File: src/sv/drs_ram.sv
// Generic simple dual-port RAM, one write and one registered read port.
// No dependencies.
module drs_ram #(
	parameter int WIDTH = 8,
	parameter int DEPTH = 64
) (
	input  logic                     clk,
	input  logic                     we,
	input  logic [$clog2(DEPTH)-1:0] waddr,
	input  logic [WIDTH-1:0]         wdata,
	input  logic [$clog2(DEPTH)-1:0] raddr,
	output logic [WIDTH-1:0]         rdata
);

	logic [WIDTH-1:0] mem [DEPTH];

	always_ff @(posedge clk) begin
		if (we) begin
			mem[waddr] <= wdata;
		end
		rdata <= mem[raddr];
	end

endmodule

File: config.mk
export PLATFORM = sky130hd
export DESIGN_NAME = drs_ram
export DESIGN_NICKNAME = d
export VERILOG_FILES = /design/src/sv/drs_ram.sv
export SDC_FILE = /design/constraint.sdc
export NUM_CORES = 1
export LEC_CHECK = 0
export BUFFER_PORTS_ARGS = -buffer_cell sky130_fd_sc_hd__buf_2
export CAP_MARGIN = 20
export CORE_MARGIN = 2
export CORE_UTILIZATION = 45
export DETAILED_ROUTE_END_ITERATION = 10
export PLACE_DENSITY = 0.65
export SYNTH_ARGS = -nofsm -noshare
export SYNTH_HDL_FRONTEND = slang
export SYNTH_SLANG_ARGS = --single-unit
File: constraint.sdc
create_clock -name clk -period 1.82 [get_ports clk]
set_input_delay 0.091 -clock clk [delete_from_list [all_inputs] [get_ports clk]]
set_output_delay 0.091 -clock clk [all_outputs]
set_load 0.1 [all_outputs]
==> flow_metrics.env <==
export IMPL_final_layout_size_suffix_gt1_frac=0.357
export IMPL_cts_inserted_buffers=50
export IMPL_fin_cells=1772
export IMPL_hold_violations=0
export IMPL_async_flop_share=0
export IMPL_place_ws_ps=-571
export IMPL_layout_common_cells="edfxtp_1, buf_4, mux4_2"
export IMPL_synth_edff_count=512
export IMPL_grt_max_degree=65
export IMPL_first_iter_violations=956
export IMPL_antenna_found_initial=1
export IMPL_syn_area_um2=20200
export IMPL_drt_antenna_violating_nets=0
export IMPL_violations="negative setup slack"
export IMPL_cpMaxStageDelayCell="mux4_2"
export IMPL_fin_util=0.543
export IMPL_top_layer="met5"
export IMPL_root_buffer="clkbuf_16"
export IMPL_finalMaxSlewViolations=0
export IMPL_clockBufferDepth=3
export IMPL_met3_length_mm=2.55
export IMPL_clkTransAtPathRegs_ps=60
export IMPL_die_h_um=216
export IMPL_finalWorstSetupSlack_ps=-68.1
export IMPL_cp_max_fo=1
export IMPL_final_nets=1159
export IMPL_endpoint_kind="register"
export IMPL_grt_overflow=0
export IMPL_grt_use_total=0.197
export IMPL_synth_nets=962
export IMPL_syn_avg_cell_area_um2=21.5
export IMPL_htreeDepth=2
export IMPL_cts_tree="yes"
export IMPL_dr_wl_met2_mm=21.9
export IMPL_grt_pass1_wl_mm=66.9
export IMPL_vias_per_cell=5.62
export IMPL_core_area_um2=44200
export IMPL_slowest_delay_ps=480
export IMPL_die_area_um2=46500
export IMPL_n_fill_cell=3310
export IMPL_ys_seq_area_frac=0.770
export IMPL_wirelength_mm=44.8
export IMPL_wire_per_inst_um=25.3
export IMPL_postCtsSetupRepairBufs=0
export IMPL_ir_drop_v=0.000769
export IMPL_fmax_ghz=0.530
export IMPL_worst_setup_path_type="register to register"
export IMPL_clk_latency_ps=580
export IMPL_period_share=1.04
export IMPL_power_density_nw_per_um2=1040
export IMPL_io_buffers=29
export IMPL_path_buf_inv=0
export IMPL_first_pass_iters=5
export IMPL_critPathLaunchType="register"
export IMPL_syn_inst=940
export IMPL_drv_cap=0
export IMPL_fin_total_pwr_mw=25.0
export IMPL_path_cells="mux4_2 > mux2_4 > o221a_4 > nor3_4 > o32ai_2"
export IMPL_fin_tns_setup_ps=-70.0
export IMPL_synthDistinctLibCells=40
export IMPL_dp_hpwl_mm=29.5
export IMPL_slew_headroom=0.293
export IMPL_hold_path_class="input pin to register"
export IMPL_worstPathArrival_ps=2340
export IMPL_dieWidth_um=216
export IMPL_syn2layout_area_growth_pct=19.1
export IMPL_fin_crit_ps=1890
export IMPL_rsz0062_at_grt="true"
export IMPL_place_congestion=0.808
export IMPL_leakage_nw=7.83
export IMPL_tightest_slew_ps=1060
export IMPL_synth_ff_type="edfxtp_1"
export IMPL_drc=0
export IMPL_start_util=0.456
export IMPL_cts_sinks=520
export IMPL_grt_pass1_vias=10300
export IMPL_setup_viol_count_final=2
export IMPL_ys_warn_count=0
export IMPL_synth_seq_cells=520
export IMPL_via_count=9953
export IMPL_cp_required_ps=2270
export IMPL_rows=77
export IMPL_placed_cells=1671
export IMPL_wirelength_met1_mm=19.3
export IMPL_final_common_cell="edfxtp_1"
export IMPL_status="complete, but fails checks"
export IMPL_io_pins=30
export IMPL_cp_top_family="multiplexers"
export IMPL_clock_skew_final_ps=12.6
==> area by class of cell <==
type / count / area [um2] / share of cell area
antenna: 1 / 2.50 / 0.000104
multi-input combinational: 369 / 4420 / 0.184
clock inverter: 37 / 324 / 0.0135
clock buffer: 57 / 1280 / 0.0532
sequential: 520 / 15500 / 0.647
tap: 592 / 741 / 0.0308
timing repair buffer: 196 / 1710 / 0.0713
==> cell usage after synthesis (11+ instances only) <==
cell type | number | share of area
nand2_1 | 19 | 0.0035
nor2_1 | 83 | 0.015
edfxtp_1 | 512 | 0.76
nand3_1 | 13 | 0.0032
mux4_2 | 126 | 0.14
clkbuf_1 | 17 | 0.0032
buf_4 | 13 | 0.0048
nor2b_1 | 14 | 0.0043
buf_2 | 11 | 0.0027
mux2_2 | 13 | 0.0073
mux2i_1 | 23 | 0.011
==> routing by layer <==
metal  global-route usage  up-vias
li1                     -     4336
met1                0.279     5231
met2                0.317      316
met3               0.0299       68
met4               0.0644        2
met5                    0        -
==> flip-flops by register name, indices dropped and copies added, names as in the netlist <==
name and flops:
mem 512, rdata 8
==> metrics by stage <==
| step | hold WS (ps) | instance area [um2] |
|---|---|---|
| floorplan | 190 | 20200 |
| global placement | 537 | 22200 |
| detailed placement | 532 | 22200 |
| CTS | -48.5 | 23900 |
| global route | 31.4 | 24000 |
| finish | 27.3 | 24000 |
==> cells by family (layout without fill, tap and decap cells) <==
| logic type | after synthesis | count (layout) | synth area share |
|---|---|---|---|
| other | 0 | 1 | 0 |
| buffers and inverters | 51 | 290 | 0.0157 |
| flip-flops | 520 | 520 | 0.770 |
| AND/OR/NAND/NOR | 153 | 153 | 0.0339 |
| multiplexers | 162 | 162 | 0.159 |
| AO/OA/AOI/OAI | 54 | 54 | 0.0207 |
==> worst paths after layout <==
check        startpoint          to  slack (ps)  cells past startpoint
max reg2reg  mem[21][6]    rdata[6]         -70                      5
max          mem[21][6]    rdata[6]         -70                      5
min reg2reg  mem[34][0]    rdata[0]         870                      4
min            wdata[3]  mem[18][3]          30                      2
==> timing repair <==
| item | 4_1_cts | 5_1_grt |
|---|---|---|
| hold buffers | 3 | 2 |
| gates resized for setup | 17 | 7 |
| endpoints found under the hold margin | 16 | 3 |
| cloned | 0 | 0 |
| pin swaps | 1 | 1 |
| setup endpoints to repair | 8 | 7 |
==> power breakdown <==
part	switching (mW)	leakage (nW)	internal (mW)
clock	4.29	0.773	5.76
combinational	0.976	2.38	0.627
sequential	0.0439	4.67	13.3
Power figures use the tool's default switching activity.
