[config.mk]
export PLATFORM = sky130hd
export DESIGN_NAME = drs_div
export DESIGN_NICKNAME = d
export VERILOG_FILES = /design/src/sv/drs_pkg.sv /design/src/sv/drs_div.sv
export SDC_FILE = /design/constraint.sdc
export NUM_CORES = 1
export LEC_CHECK = 0
export ABC_CLOCK_PERIOD_IN_PS = 9450
export BUFFER_PORTS_ARGS = -buffer_cell sky130_fd_sc_hd__buf_2
export CAP_MARGIN = 20
export CORE_ASPECT_RATIO = 1.5
export CORE_UTILIZATION = 45
export CTS_CLUSTER_SIZE = 28
export DETAILED_ROUTE_END_ITERATION = 10
export SLEW_MARGIN = 20
export SYNTH_ARGS = -nofsm -noshare
export SYNTH_HDL_FRONTEND = slang
export SYNTH_SLANG_ARGS = --single-unit
[constraint.sdc]
create_clock -name clk -period 9.45 [get_ports clk]
set_input_delay 0.4725 -clock clk [delete_from_list [all_inputs] [get_ports clk]]
set_output_delay 0.4725 -clock clk [all_outputs]
set_load 0.05 [all_outputs]
[src/sv/drs_pkg.sv]
// Shared types and constants for the delayed return scheduler.
// No dependencies; imported by drs_div and the top level.
package drs_pkg;

	localparam int HeapDepthDef   = 64;
	localparam int MaxHorizonsDef = 4;
	localparam int FracBits       = 29;
	localparam int DvdWidth       = 33 + FracBits;

	localparam logic [1:0] FUNC_QUERY = 2'd0;
	localparam logic [1:0] FUNC_EVAL  = 2'd1;
	localparam logic [1:0] FUNC_PEEK  = 2'd2;
	localparam logic [1:0] FUNC_CLEAR = 2'd3;

	localparam logic [1:0] ST_OK    = 2'd0;
	localparam logic [1:0] ST_EMPTY = 2'd1;
	localparam logic [1:0] ST_FULL  = 2'd2;

	localparam logic [2:0] REG_COUNT  = 3'd0;
	localparam logic [2:0] REG_HOR0   = 3'd1;
	localparam logic [2:0] REG_HOR1   = 3'd2;
	localparam logic [2:0] REG_HOR2   = 3'd3;
	localparam logic [2:0] REG_HOR3   = 3'd4;
	localparam logic [2:0] REG_UNITS  = 3'd5;

	typedef struct packed {
		logic [63:0] due;
		logic [15:0] row;
		logic [31:0] bid;
		logic [31:0] ask;
	} entry_t;

	typedef struct packed {
		logic        neg;
		logic [32:0] mag;
		logic [32:0] den;
	} div_req_t;

endpackage

[src/sv/drs_div.sv]
// Bit-serial fixed-point ratio unit: (mag << 29) / den, saturated to Q2.29.
// Depends on drs_pkg.
module drs_div import drs_pkg::*; (
	input  logic        clk,
	input  logic        arst_n,
	input  logic        start,
	input  div_req_t    req,
	output logic        done,
	output logic [31:0] result
);

	localparam int CW = $clog2(DvdWidth);

	logic                busy_q;
	logic [CW-1:0]       cnt_q;
	logic [DvdWidth-1:0] dvd_q;
	logic [33:0]         rem_q;
	logic [32:0]         quo_q;
	logic                ovf_q;
	logic                neg_q;
	logic [32:0]         den_q;
	logic                done_q;
	logic [31:0]         res_q;

	logic [33:0] rem_n;
	logic        ge;
	logic [32:0] quo_n;
	logic        ovf_n;
	logic [31:0] fin;

	assign rem_n = {rem_q[32:0], dvd_q[DvdWidth-1]};
	assign ge    = rem_n >= {1'b0, den_q};
	assign quo_n = {quo_q[31:0], ge};
	assign ovf_n = ovf_q | quo_q[32];

	always_comb begin
		if (neg_q) begin
			fin = (ovf_n || quo_n > 33'h080000000) ? 32'h80000000 : 32'(33'd0 - quo_n);
		end else begin
			fin = (ovf_n || quo_n > 33'h07FFFFFFF) ? 32'h7FFFFFFF : quo_n[31:0];
		end
	end

	always_ff @(posedge clk or negedge arst_n) begin
		if (!arst_n) begin
			busy_q <= 1'b0;
			done_q <= 1'b0;
			cnt_q  <= '0;
		end else begin
			if (start) begin
				cnt_q  <= '0;
				busy_q <= (req.mag != '0) && (req.den != '0);
				done_q <= (req.mag == '0) || (req.den == '0);
			end else if (busy_q) begin
				cnt_q  <= cnt_q + 1'b1;
				busy_q <= (cnt_q != CW'(DvdWidth - 1));
				done_q <= (cnt_q == CW'(DvdWidth - 1));
			end else begin
				done_q <= 1'b0;
			end
		end
	end

	always_ff @(posedge clk) begin
		if (start) begin
			dvd_q <= {req.mag, FracBits'(0)};
			rem_q <= '0;
			quo_q <= '0;
			ovf_q <= 1'b0;
			neg_q <= req.neg;
			den_q <= req.den;
			if (req.mag == '0) begin
				res_q <= '0;
			end else if (req.den == '0) begin
				res_q <= req.neg ? 32'h80000000 : 32'h7FFFFFFF;
			end
		end else if (busy_q) begin
			dvd_q <= dvd_q << 1;
			rem_q <= ge ? rem_n - {1'b0, den_q} : rem_n;
			quo_q <= quo_n;
			ovf_q <= ovf_n;
			if (cnt_q == CW'(DvdWidth - 1)) begin
				res_q <= fin;
			end
		end
	end

	assign done   = done_q;
	assign result = res_q;

	assert property (@(posedge clk) disable iff (!arst_n) start |=> !done || !busy_q)
		else $error("divider busy and done together");
	assert property (@(posedge clk) disable iff (!arst_n) busy_q |-> !done_q)
		else $error("divider done while still iterating");
	assert property (@(posedge clk) disable iff (!arst_n) (done_q && !start) |=> !done_q)
		else $error("divider done longer than one cycle");

endmodule

==> impl_results.md, run 1 <==
* Clock period minus worst slack at 5.160 ns
* Largest family of logic cells by synthesized area: compound AO/OA/AOI/OAI gates
* Avg Vias per Cell at 5.693
* NetSw at 0.5736 mW
* Maximum clock rate at 0.1938 GHz
* Seq pwr share at 44.5%
* Xor/xnor cell area share of the yosys netlist at 3.867%
* Yosys reg bits at 174
* Grt total ovfl at 0
* Net count, final at 1158
* Total track usage at 21.51%
* Vias at 7577
* Hold Crit Start: req[10]
* Area share of the largest cell type after synthesis at 30.53%
* Fin. Hold Viols at 0
* Critical path required time at 9.72 ns
* Worst-path clk slew at 0.06 ns
* Dpl ws at 4.334 ns
* Hold crit path type: input port to register
* Switching Share at 28.59%
* Internal at 1.432 mW
* Endpoint class of the critical path: register
* Worst reg2reg startpoint: rem_q[12]
* Syn Inst Count at 984
* Final WS setup at 4.290 ns
* Area Growth Syn to Fin at 12.50%
* # DRC at 0
* CTS Buf Count at 17
* PortBufs at 102
* Clk sink count at 174
* Total power at 2.006 mW
* GP Congestion at 0.8633
* Chip height at 182.2 um
* Final wirelength at 22640 um
* Final ANT Viol Nets at 0
* ANT cells at 0
* Synth async-reset ratio at 4.598%
* Crit Path Max Fanout at 34
* Hold path cells at 1
* Mapped Avg Cell Area at 9.896 sq um
* Layout cells sized above 1 at 19.29%
* Adder-cell share of the synthesized area at 4.960%
* Wire length per cell at 17.01 um
* Type of the worst setup path: register to register
* Row count at 65
* Critical Path Start Type: register
* Clock buffer depth at 2
* Yosys warns at 0
* Max-slew violation count at 0
* Most frequent CP cell: ha_1
* H-tree depth at 4
* Reg-to-reg slack, setup at 4.29 ns
* Initial Util at 46.05%
* Tightest Pin Transition at 1.025 ns
* Worst slew margin at 30.96%
* Root buf cell: clkbuf_16
* Reg2Reg Capture Point: result[28]
* Vias in the first global route at 7468
* Compound-Gate Fraction of Synth Area at 17.89%
* Unique cell type count in the Yosys netlist at 75
* Clk pwr share at 34.1%
* Period utilization at 54.60%
* Core Util, Final at 51.81%
* Area leader, netlist: edfxtp_1
* HPWL after DPL at 16240 um
* # resized after CTS at 0
* Status: complete, no violations
* Worst Skew at 0.008686 ns
* Die area at 0.02224 sq mm
* Mux cell area share after synthesis at 7.414%
* WHS Endpoint: den_q[10]
* Final Setup Violations at 0
* Gate power share at 21.4%
* EDFF count, synth at 99
* DR pass1 iterations at 7
* Max Cap Viol at 0
* First-iteration detailed-routing DRC count at 401
* CP max-delay cell: o21ai_4
* RSZ-0062 raised after global routing: no
* First-pass GRT wire length at 37240 um
* Worst R2R Path Depth at 16
* CP max stage delay at 0.70 ns
* Antenna violations before repair at 0
* Setup TNS at 0 ns
* Worst path cell trace: ha_1 -> a21oi_1 -> o21ai_1 -> a41o_1 -> a21o_1 -> or2_1 -> o21ai_4 -> buf_4 -> inv_2 -> ha_1 -> nor4_1 -> nand3_1 -> nor3_1 -> a22o_1 -> a21boi_4 -> o21ai_0
* Syn_nets at 1092
* IO Count at 103
* Lkg Pwr at 4.582 nW
* Synthesized area at 0.009738 sq mm
* Simple-gate share of the synthesized area at 14.74%
* Largest net degree at the start of global routing at 65
* Worst Setup SP: rem_q[12]
* Worst skew pair latency at 0.44 ns
* Die W at 122.1 um
* Top_reg_cell synth: edfxtp_1
* Top cells by area in the synthesized netlist: edfxtp_1 31%, dfxtp_1 14%, ha_1 4.8%, nor2_1 4.5%, mux2_2 3.8%
* Placeable core area at 0.02115 sq mm
* CTS tree: done
* Post-synthesis sequential area ratio at 46.36%
* Pwr dens at 183.1 mW/mm^2
* VDD IR max at 0.1157 mV
* Crit path DAT at 5.43 ns
-- worst max-delay path, delay by kind of cell (launching register included) --
family	cells	cell delay (ns)
compound gates	8	2.29
simple gates	4	0.84
buf+inv	2	0.84
fa+ha+maj	2	0.69
flops	1	0.33
-- layout make-up --
cell class | count | area [sq um]
fill | 1999 | 10190
inverter | 48 | 180.2
sequential | 174 | 4518
clock buffer | 27 | 515.5
tap | 268 | 335.3
multi-input combinational | 699 | 4776
timing repair buffer | 110 | 575.6
clock inverter | 5 | 55.05
-- flip-flops by register name, summed over array words and instances (netlist names), 6 cells and up --
register	count
dvd_q	33
den_q	33
rem_q	33
quo_q	33
cnt_q	6
result	32
-- worst max-delay path by stage --
stage            endpoint  slack [ns]
4_1_cts        result[28]        4.29
3_3_place_gp   result[10]        4.46
6_report       result[28]        4.29
2_1_floorplan  result[17]        5.57
5_1_grt         result[6]        3.81
3_5_place_dp   result[28]        4.33
-- metal layers --
layer  vias to the layer above  track usage [%]  part of all wire, %
met1                      3588            23.89                   41
li1                       3777                -                    -
met5                         -                0                    0
met4                         0            11.12                  4.1
met3                        53            4.281                  3.0
met2                       159            38.21                   52
-- cell families (layout without fill, tap and decap cells) --
family | after synthesis | in the layout
mux | 68 | 68
flops | 174 | 174
fa+ha+maj | 38 | 38
compound gates | 253 | 253
xor+xnor | 43 | 43
buf+inv | 111 | 190
simple gates | 297 | 297
-- Yosys cell counts (11+ instances only) --
library cell,instances
o21ai_1,12
a21o_1,12
nor4_1,18
and3_1,11
mux2_2,33
nand4_1,18
edfxtp_1,99
o21ai_0,46
a21oi_1,47
dfxtp_1,67
clkbuf_1,36
nor2_1,116
ha_1,37
a311oi_1,14
o31ai_1,14
buf_2,12
a211oi_1,30
nor3_1,15
inv_1,45
xor2_1,25
nand3_1,16
xnor2_1,18
nand2_1,55
mux2i_1,35
-- power groups by stage --
stage / Combinational, mW / Clock [mW] / Sequential [mW]
2_1_floorplan: 0.303 / 0 / 0.927
3_3_place_gp: 0.424 / 0 / 0.909
5_1_grt: 0.477 / 0.729 / 0.900
4_1_cts: 0.429 / 0.701 / 0.894
3_5_place_dp: 0.426 / 0 / 0.909
6_report: 0.428 / 0.684 / 0.893
-- stage by stage --
stage / instances / area [sq um] / hold WS [ns]
2_1_floorplan: 984 / 9738 / 0.1769
3_3_place_gp: 1298 / 10370 / 0.3310
3_5_place_dp: 1298 / 10380 / 0.3294
4_1_cts: 1331 / 10960 / 0.2038
5_1_grt: 1331 / 10960 / 0.2031
6_report: 1331 / 10960 / 0.2151
-- repair_timing --
| action | in CTS | in global routing |
|---|---|---|
| hold endpoints to repair | 8 | 0 |
| setup buffers | 0 | 0 |
| hold buffers | 1 | 0 |
-- layout by cell type, fill, tap and decap left out, types with 11 or more instances in the layout --
cell type,netlist,routed
nand4_1,18,18
nor2_1,116,115
o21ai_0,46,46
a211oi_1,30,30
a311oi_1,14,14
o31ai_1,14,14
nand2_1,55,55
nor4_1,18,18
edfxtp_1,99,99
dfxtp_1,67,67
mux2_2,33,33
xnor2_1,18,18
inv_1,45,45
clkbuf_16,0,18
and3_1,11,11
a21o_1,12,12
nand3_1,16,16
a21oi_1,47,47
mux2i_1,35,35
buf_2,12,101
nor3_1,15,15
xor2_1,25,25
ha_1,37,37
Power figures use the tool's default switching activity.
==> run 2, diff against run 1 <==
ABC_CLOCK_PERIOD_IN_PS = 4970   (was 9450)
clock period = 4.97 ns   (was 9.45 ns; I/O delays follow)
==> run 2 against run 1 <==
Global-route usage is 0.40 points higher. First-iteration DRC count is 26% higher. Worst hold slack worse by 0.20 ns. Final area is 3.1% higher. Critical path type unchanged. Critical endpoint unchanged. Largest cell class unchanged.
==> impl_results.md, run 2 (synthesis gave the netlist of run 1 again) <==
* Row count at 65
* Crit Path Max Fanout at 20
* Type of the worst setup path: register to register
* Seq pwr share at 44.2%
* Gate power share at 21.6%
* Status: complete, no violations
* Placeable core area at 0.02115 sq mm
* GP Congestion at 0.8694
* PortBufs at 102
* Internal at 2.686 mW
* Total power at 3.849 mW
* Initial Util at 46.05%
* Reg2Reg Capture Point: result[28]
* CTS Buf Count at 17
* Total track usage at 21.92%
* WL met3 at 645 um
* Max Cap Viol at 0
* Worst reg2reg startpoint: dvd_q[61]
* Root buf cell: clkbuf_16
* Worst skew pair latency at 0.45 ns
* Core Util, Final at 53.43%
* First-iteration detailed-routing DRC count at 504
* Most common cell after layout, fill and taps aside: nor2_1
* Worst R2R Path Depth at 16
* Clock period minus worst slack at 4.137 ns
* Hold path cells at 1
* # DRC at 0
* Final Setup Violations at 0
* WHS Endpoint: den_q[15]
* Tightest Pin Transition at 0.7345 ns
* Reg-to-reg slack, setup at 0.83 ns
* ANT cells at 0
* H-tree depth at 4
* Clk pwr share at 34.1%
* Worst-path clk slew at 0.07 ns
* Area post-placement at 0.01039 sq mm
* VDD IR max at 0.2297 mV
* NetSw at 1.163 mW
* Period utilization at 83.23%
* First-pass GRT wire length at 37990 um
* Largest net degree at the start of global routing at 64
* DR pass1 iterations at 5
* Worst slew margin at 51.03%
* Met2 routed WL at 12370 um
* RSZ-0062 raised after global routing: no
* Die area at 0.02224 sq mm
* # fillers at 1961
* Hold crit path type: input port to register
* Switching Share at 30.22%
* Avg Vias per Cell at 5.674
* Fin. Hold Viols at 0
* Lkg Pwr at 4.728 nW
* Hold Crit Start: req[15]
* Pwr dens at 340.7 mW/mm^2
* Finished Layout Cells at 1365
* Post-route cell area at 0.01130 sq mm
* Max-slew violation count at 0
* Chip height at 182.2 um
* Maximum clock rate at 0.2417 GHz
* Clk sink count at 174
* Clock buffer depth at 2
* Critical path required time at 5.12 ns
* Layout cells sized above 1 at 19.42%
* Worst Skew at 0.01082 ns
* HPWL after DPL at 15940 um
* Vias in the first global route at 7699
* Final wirelength at 22980 um
* Commonest cells after routing, fill and taps aside: 115 x nor2_1, 101 x buf_2, 99 x edfxtp_1, 67 x dfxtp_1, 55 x nand2_1
* Endpoint class of the critical path: register
* CTS tree: done
* Crit path DAT at 4.28 ns
* Area Growth Syn to Fin at 16.02%
* Net count, final at 1192
* Die W at 122.1 um
* Antenna violations before repair at 0
* Setup TNS at 0 ns
* Top Layer Used: met4
* WL met1 at 9360 um
* Vias at 7745
* Grt total ovfl at 0
* Critical Path Start Type: register
* # resized after CTS at 0
* IO Count at 103
* Number of setup buffers added after CTS at 0
* Wire length per cell at 16.83 um
* Dpl cells at 1300
* Final ANT Viol Nets at 0
## run 2: changes by cell type in the layout (fill, tap and decap cells not counted), moves of 2 or more
cell           delta
buf_4             +2
inv_6             +6
clkbuf_1          -5
clkbuf_8          -3
inv_8             +3
clkinvlp_4        +2
dlygate4sd3_1    +31
## run 2: how the worst max path moves through the flow
stage,end,from,cells past startpoint,slack [ns]
6_report,result[28],dvd_q[61],16,0.83
2_1_floorplan,result[17],den_q[15],21,1.09
4_1_cts,result[28],dvd_q[61],16,0.83
3_3_place_gp,result[20],dvd_q[61],17,0.58
5_1_grt,result[28],dvd_q[61],16,0.41
3_5_place_dp,result[16],dvd_q[61],16,0.84
## run 2: stage by stage
stage	setup WS, ns	hold slack (ns)
2_1_floorplan	1.089	-0.04709
3_3_place_gp	0.5821	0.1026
3_5_place_dp	0.8390	0.1012
4_1_cts	0.8278	0.001975
5_1_grt	0.4111	0.005357
6_report	0.8333	0.01516
## run 2: cell type report
class,instances,area [sq um],share of cell area (%)
flip-flops and latches,174,4518,39.99
repair buffers,144,915.9,8.106
clock buffers,17,425.4,3.765
well taps,268,335.3,2.968
inverters,48,180.2,1.595
clock inverters,15,147.6,1.307
multi-input cells,699,4776,42.27
## run 2: power by group through the flow
stage | logic, mW | registers, mW | clock network, mW
final | 0.832 | 1.70 | 1.31
after global routing | 0.926 | 1.72 | 1.40
after CTS | 0.828 | 1.71 | 1.35
after detailed placement | 0.804 | 1.74 | 0
after global placement | 0.801 | 1.74 | 0
after floorplan | 0.576 | 1.76 | 0
## run 2: routing by layer
layer | vias to the layer above | GRT usage, %
li1 | 3851 | -
met1 | 3697 | 24.48
met2 | 154 | 40.09
met3 | 43 | 3.219
met4 | 0 | 10.24
met5 | - | 0
## run 2: critical path, cell delays in order (launching register included)
cell and delay (ns):
edfxtp_1 0.35, inv_1 0.05, ha_1 0.22, fa_1 0.38, nor2b_1 0.20, o2111ai_1 0.17
a31o_2 0.29, a21boi_1 0.28, or2_1 0.20, o21ai_4 0.09, ha_1 0.23, nor2b_1 0.16
nand4_2 0.13, or2_4 0.18, o21ai_4 0.08, o21ai_2 0.59, o21ai_0 0.23
## run 2: what timing repair did
item                                    in CTS  in global routing
hold buffers                                32                  0
endpoints found under the setup margin       0                  0
hold endpoints to repair                    39                  0
